## config.mk

```make
export PLATFORM = sky130hd
export DESIGN_NAME = sast_div
export DESIGN_NICKNAME = d
export VERILOG_FILES = /design/src/rtl/sast_pkg.sv /design/src/rtl/sast_div.sv
export SDC_FILE = /design/constraint.sdc
export NUM_CORES = 2
export LEC_CHECK = 0
export BUFFER_PORTS_ARGS = -buffer_cell sky130_fd_sc_hd__buf_4
export CAP_MARGIN = 20
export CORE_MARGIN = 2
export CORE_UTILIZATION = 42
export DETAILED_ROUTE_END_ITERATION = 6
export GPL_TIMING_DRIVEN = 0
export PLACE_DENSITY = 0.67
export SKIP_LAST_GASP = 1
export SLEW_MARGIN = 30
export SYNTH_ARGS = -nofsm -noshare
export SYNTH_HDL_FRONTEND = slang
export SYNTH_SLANG_ARGS = --single-unit
```

## constraint.sdc

```tcl
create_clock -name clock -period 5.65 [get_ports clock]
set_input_delay 1.13 -clock clock [delete_from_list [all_inputs] [get_ports clock]]
set_output_delay 1.13 -clock clock [all_outputs]
set_load 0.02 [all_outputs]
```

## src/rtl/sast_pkg.sv

```systemverilog
// Shared constants and types for the segment versus box slab test.
// No dependencies; every module of the block imports this package.
package sast_pkg;

   localparam int COORD_W         = 32;
   localparam int DIFF_W          = COORD_W + 1;
   localparam int NUM_AXES        = 3;
   localparam int TIME_FRAC_DEF   = 16;
   localparam int REQ_DATA_W      = 4 * NUM_AXES * COORD_W;

   typedef struct packed {
      logic par;
      logic par_miss;
   } lane_flags_type;

endpackage

```

## src/rtl/sast_div.sv

```systemverilog
// Pipelined saturating signed divider, one quotient bit per stage.
// Depends on sast_pkg.
module sast_div
   import sast_pkg::*;
#(
   parameter int TIME_FRAC_BITS = TIME_FRAC_DEF
) (
   input  logic                            clock,
   input  logic                            en,
   input  logic signed [DIFF_W-1:0]        num,
   input  logic signed [DIFF_W-1:0]        den,
   output logic signed [TIME_FRAC_BITS+2:0] ratio
);

   localparam int QW = TIME_FRAC_BITS + 2;
   localparam int RW = DIFF_W + 2;
   localparam logic [QW-1:0] SAT = QW'((1 << TIME_FRAC_BITS) + 1);

   logic [RW-1:0]     r_ff   [QW+1];
   logic [DIFF_W-1:0] ud_ff  [QW+1];
   logic [QW-1:0]     q_ff   [QW+1];
   logic              neg_ff [QW+1];
   logic              ovf_ff [QW+1];
   logic signed [QW:0] ratio_ff;

   logic [DIFF_W-1:0] un_in;
   logic [DIFF_W-1:0] ud_in;
   logic [QW-1:0]     qsat;

   always_comb begin
      un_in = num[DIFF_W-1] ? DIFF_W'(-num) : DIFF_W'(num);
      ud_in = den[DIFF_W-1] ? DIFF_W'(-den) : DIFF_W'(den);
   end

   always_ff @(posedge clock) begin
      if (en) begin
         r_ff[0]   <= RW'(un_in);
         ud_ff[0]  <= ud_in;
         q_ff[0]   <= '0;
         neg_ff[0] <= num[DIFF_W-1] ^ den[DIFF_W-1];
         ovf_ff[0] <= {2'b00, un_in} >= {ud_in, 2'b00};
      end
   end

   for (genvar k = 0; k < QW; k++) begin : g_step
      logic [RW-1:0] dv;
      logic          ge;
      logic [RW-1:0] diff;
      always_comb begin
         dv   = (k == 0) ? {1'b0, ud_ff[k], 1'b0} : {2'b00, ud_ff[k]};
         ge   = r_ff[k] >= dv;
         diff = ge ? (r_ff[k] - dv) : r_ff[k];
      end
      always_ff @(posedge clock) begin
         if (en) begin
            r_ff[k+1]   <= (k == 0) ? diff : {diff[RW-2:0], 1'b0};
            ud_ff[k+1]  <= ud_ff[k];
            q_ff[k+1]   <= {q_ff[k][QW-2:0], ge};
            neg_ff[k+1] <= neg_ff[k];
            ovf_ff[k+1] <= ovf_ff[k];
         end
      end
   end

   always_comb begin
      qsat = (ovf_ff[QW] || q_ff[QW] > SAT) ? SAT : q_ff[QW];
   end

   always_ff @(posedge clock) begin
      if (en) begin
         ratio_ff <= neg_ff[QW] ? -$signed({1'b0, qsat}) : $signed({1'b0, qsat});
      end
   end

   assign ratio = ratio_ff;

endmodule

```

* Word level (Yosys, flattened, before mapping) *
Memories as Yosys holds them, arrays and structs flattened.
Index checks and enable logic that the tools add are counted.

storage, ports and cells
  memories kept = 5
  RAM bits = 1672
  word-level logic and storage cells = 74
  flip-flop bits (word level) = 19
  output and inout bits = 19

cells by class
  magnitude comparators = 20
  add/sub/neg operators = 21
  bitwise logic cells = 1
  reduce and logical (&&, ||, !) cells = 1
  muxes and demuxes = 24

memory list
  memory  depth  width  read ports  clocked after memory_dff  wr ports  RTL line        RTL
  r_ff    19     35     18          0                         19        sast_div.sv:19  logic [RW-1:0] r_ff [QW+1];
  ud_ff   19     33     18          0                         19        sast_div.sv:20  logic [DIFF_W-1:0] ud_ff [QW+1];
  q_ff    19     18     19          0                         19        sast_div.sv:21  logic [QW-1:0] q_ff [QW+1];
  neg_ff  19     1      19          0                         19        sast_div.sv:22  logic neg_ff [QW+1];
  ovf_ff  19     1      19          0                         19        sast_div.sv:23  logic ovf_ff [QW+1];

operators with widths
  operator                                              count
  greater-or-equal comparator 35 x 33 -> 1 bit          17
  2-to-1 mux 34 bit                                     17
  subtractor 34 x 33 -> 34 bit                          17
  2-to-1 mux 33 bit                                     2
  negation 33 bit                                       2
  2-to-1 mux 18 bit                                     2
  greater-or-equal comparator 33 x 35 -> 1 bit          1
  greater-or-equal comparator 35 x 34 -> 1 bit          1
  2-to-1 mux 35 bit                                     1
  subtractor 35 x 34 -> 35 bit                          1
  negation 18 -> 19 bit                                 1
  > comparator 18 x 17 -> 1 bit, second input constant  1
  2-to-1 mux 1 bit                                      2
  logical OR 1 bit                                      1
  bitwise XOR 1 bit                                     1

* Depth between registers and ports, before layout *
An unclocked memory read counts as a cell.

  depth in word-level cells = 6
  gate-level depth with buffers = 20

* Least setup slack after synthesis *
No wires, ideal clock.

  kind = input-to-reg
  from = input num[10]
  to = memory ovf_ff[0] (data pin)
  stages = 19
  library setup time = 139 ps
  path slack = 370 ps
  data required time = 5511 ps
  buffers on the path = 0
  arrival time = 5141 ps
  path through = or4_1 -> or2_1 -> or3_1 -> or2_2 -> or3_1 -> nand2b_1 -> o21ai_0 -> xnor2_1 -> ha_1 -> and3_1 -> nand3_1 -> or2_2 -> or3_1 -> or3_1 -> o21ai_0 -> a21oi_1 -> o2111ai_1 -> nand2_1 -> nor2_1

RTL lines
  element      RTL line        RTL
  from (decl)  sast_div.sv:10  input logic signed [DIFF_W-1:0] num,
  to (decl)    sast_div.sv:23

==> results.tsv <==
stage	metric	value	unit
cells_and_area	fin_util	46.9	%
timing	finClkSkew	0.0278	ns
global_route	grt-ovfl-total	0	
pwr	peakVddDrop	0.354	mV
global_route	grt_first_pass_wirelength	295000	µm
logic_synthesis	synth_commonest_cells	1434 x sky130_fd_sc_hd__edfxtp_1, 788 x sky130_fd_sc_hd__inv_1, 625 x sky130_fd_sc_hd__ha_1, 570 x sky130_fd_sc_hd__a21oi_1, 458 x sky130_fd_sc_hd__nand2_1	
min_path	holdPathEnd	neg_ff[11]	
global_route	grt_usage	18.6	%
global_route	antenna_found_initial	2	
place	dpl-instance-area	87200	µm²
critical_path	timing.critical_path.slowest_stage_cell	sky130_fd_sc_hd__or4_1	
clock_network	insertion_delay	0.79	ns
route	drt_pass1_iterations	6	
timing	final_hold_viol_count	0	
logic_synthesis	synth_enable_flop_cells	1434	
route	drt_wl_total	188000	µm
route	drc	0	
route	detailroute.via_count	55400	
route	drt_first_iter_violations	3203	
place	routability_driven_placement_congestion_ratio	1.01	
logic_synthesis	synthesized_netlist_cell_count	7345	
logic_synthesis	post-synth-top-area-cell	sky130_fd_sc_hd__edfxtp_1	
logic_synthesis	synth.yosys.warnings	0	
place	placement.io_buffers	85	
cells_and_area	drive_gt1_share	9.32	%
cells_and_area	final_design_area_no_fill	92400	µm²
timing	final_min_period_over_clock_period	95.8	%
logic_synthesis	synth_area	82900	µm²
clock_network	clk_pin_slew	0.06	ns
critical_path	rr_startpoint	ud_ff[6][14]	
critical_path	category_of_the_worst_setup_path_launch_point	input pin	
logic_synthesis	post-synth-top-count-cell	sky130_fd_sc_hd__edfxtp_1	
logic_synthesis	syn_avg_cell_area	11.3	µm²
clock_network	ctsHtreeMaxLevel	4	
floorplan	dieWidth	448	µm
floorplan	design.core.area	197000	µm²
critical_path	cp-end-kind	flip-flop	
clock_network	cts_setup_buffers	0	
critical_path	max_stage_delay	0.54	ns
min_path	min_from	neg_ff[10]	
min_path	min_delay_path_depth	0	
logic_synthesis	asyncSetResetFlopFracSynth	0	%
clock_network	ctsResizeCount	0	
floorplan	io-pin-count	87	
floorplan	std_cell_rows	163	
timing	fmax	0.185	GHz
logic_synthesis	synth_top_flop_cell	sky130_fd_sc_hd__edfxtp_1	
cells_and_area	antenna-diode-count	0	
critical_path	worstPathArrival	6.06	ns
timing	period_minus_slack	5.42	ns
timing	finalSetupTns	0	ns
critical_path	worst-r2r-setup-slack	0.50	ns
critical_path	cell_family_with_most_cp_delay	simple AND/OR/NAND/NOR gates	
clock_network	ctsLongestPathBuffers	3	
clock_network	cts.sinks	1434	
place	place.detailed.hpwl	146000	µm
min_path	min-delay-path-class	reg -> reg	
timing	worst_pin_slew	1.18	ns
route	avgViaCountPerCell	5.34	
critical_path	cp.buffers_inverters	1	
route	routed_wire_length_per_instance	18.1	µm
floorplan	floorplan.die_area	201000	µm²
timing	timing.slew.headroom	20.9	%
clock_network	cts-buffers-inserted	162	
place	place_worst_setup_slack	-0.507	ns
logic_synthesis	yosysTopAreaCellShare	51.9	%
critical_path	path_cells	buf_4, or4_1, or2_1, or3_1, or2_2, or3_1, nand2b_1, o21ai_0, xnor2_1, ha_1, and3_1, nand3_1, or2_2, or3_1, or3_1, o21ai_0, a21oi_1, o2111ai_1, nand2_1, nor2_1	
critical_path	r2r.worst_path.cells	14	
logic_synthesis	synth_seq_cells	1434	
logic_synthesis	synth_nets	8055	
floorplan	initial_core_util	42.1	%
floorplan	die-height	448	µm
logic_synthesis	synth_sequential_area_ratio	51.9	%
cells_and_area	layout-area-overhead-vs-synth	11.4	%
critical_path	highest_fanout_seen_on_the_critical_path	6	
job	maxCapViolations	0	
timing	final-setup-viol-count	0	
run_status	outcome	complete, no violations	
global_route	first_global_vias	57600	
clock_network	clock_tree.root_cell	sky130_fd_sc_hd__clkbuf_16	
timing	setup_repair_after_global_routing_missed_its_margin	no	
pwr	power_per_cell_area	546	nW/µm²
timing	setup_ws	0.235	ns
logic_synthesis	post_synth_main_area_contributors	sky130_fd_sc_hd__edfxtp_1 52%, sky130_fd_sc_hd__ha_1 9.4%, sky130_fd_sc_hd__mux2_2 4.0%	
clock_network	cts-hold-fix-buffers	0	
pwr	p_total	50.4	mW
pwr	cellLeakagePower	37.5	nW
logic_synthesis	synth_cell_types	96	
critical_path	r2r_end	r_ff[7][27]	
timing	timing_max_transition_violations_final	0	
critical_path	critPathMostFrequentCell	sky130_fd_sc_hd__or3_1	
cells_and_area	final_net_count	8317	
critical_path	required	6.29	ns
global_route	largest_net_degree_at_the_start_of_global_routing	143	
critical_path	timing.setup.critical_path_class	in -> reg	
cells_and_area	nFillCells	17500	
clock_network	cts_tree	yes	
route	drt.antenna.violating_nets	0	
-- cell type report --
type	count	area (µm²)	share of cell area (%)
buffer	154	654	0.708
clock buffer	192	4230	4.58
clock inverter	98	872	0.944
inverter	788	2960	3.20
multi-input combinational	4969	36300	39.3
sequential	1434	43100	46.6
tap	2640	3300	3.58
timing repair buffer	98	951	1.03
-- metal layers --
metal  vias to the layer above  share of wire, %  track usage [%]
li1                      27500                 -                -
met1                     26000                33             16.3
met2                      1272                56             38.0
met3                       625               2.9             2.47
met4                         0               7.9             13.5
met5                         -                 0                0
-- power by group --
part	internal, mW	switching, mW
Combinational	10.1	13.2
Clock	5.93	4.18
Sequential	15.7	1.33
-- how the worst max path moves through the flow --
| stage | from | endpoint | slack, ns | depth (start not counted) |
|---|---|---|---|---|
| after floorplan | num[10] | ovf_ff[0] | 0.37 | 19 |
| after global placement | en | r_ff[16][10] | -8.86 | 1 |
| final | num[10] | ovf_ff[0] | 0.23 | 20 |
| after detailed placement | num[10] | ovf_ff[0] | -0.51 | 20 |
| after global routing | num[10] | ovf_ff[0] | 0.10 | 20 |
| after CTS | num[10] | ovf_ff[0] | 0.35 | 20 |
-- per-stage QoR --
stage | instances | hold slack, ns
floorplan | 7345 | 0.400
global placement | 10100 | 0.400
detailed placement | 10100 | 0.405
CTS | 10400 | 0.414
global route | 10400 | 0.417
finish | 10400 | 0.412
-- cell families (layout without fill, tap and decap cells) --
logic type      count (synthesis)  after routing  synth area share [%]
compound gates               1870           1870                  14.3
xor+xnor                      531            531                  5.61
fa+ha+maj                     642            642                  9.84
buf+inv                       942           1330                  4.36
flops                        1434           1434                  51.9
mux                           344            344                  4.64
simple gates                 1582           1582                  9.31
-- cell usage in the layout (no fill, tap or decap), drive strengths merged, types with 27 or more instances in the layout --
master and instances:
and3 60, nand4 87, a211oi 60, nor4 29, o21bai 56, mux2 321
nand2 458, a21oi 572, o21ai 424, a21o 310, a21boi 28, inv 799
a31oi 53, nor3 83, xnor2 328, xor2 203, clkinv 67, o21a 88
nor2b 78, buf 149, o211ai 35, and2 42, ha 625, nand2b 90
or2 27, nand3 113, clkbuf 295, edfxtp 1434, nor2 391, or3 40
o31ai 43
-- sequential cells by signal, summed over array words and instances, names as in the netlist --
name / count
q_ff: 171
ud_ff: 594
ratio: 19
ovf_ff: 19
neg_ff: 19
r_ff: 612
No activity file was read; power rests on OpenSTA's default activity.
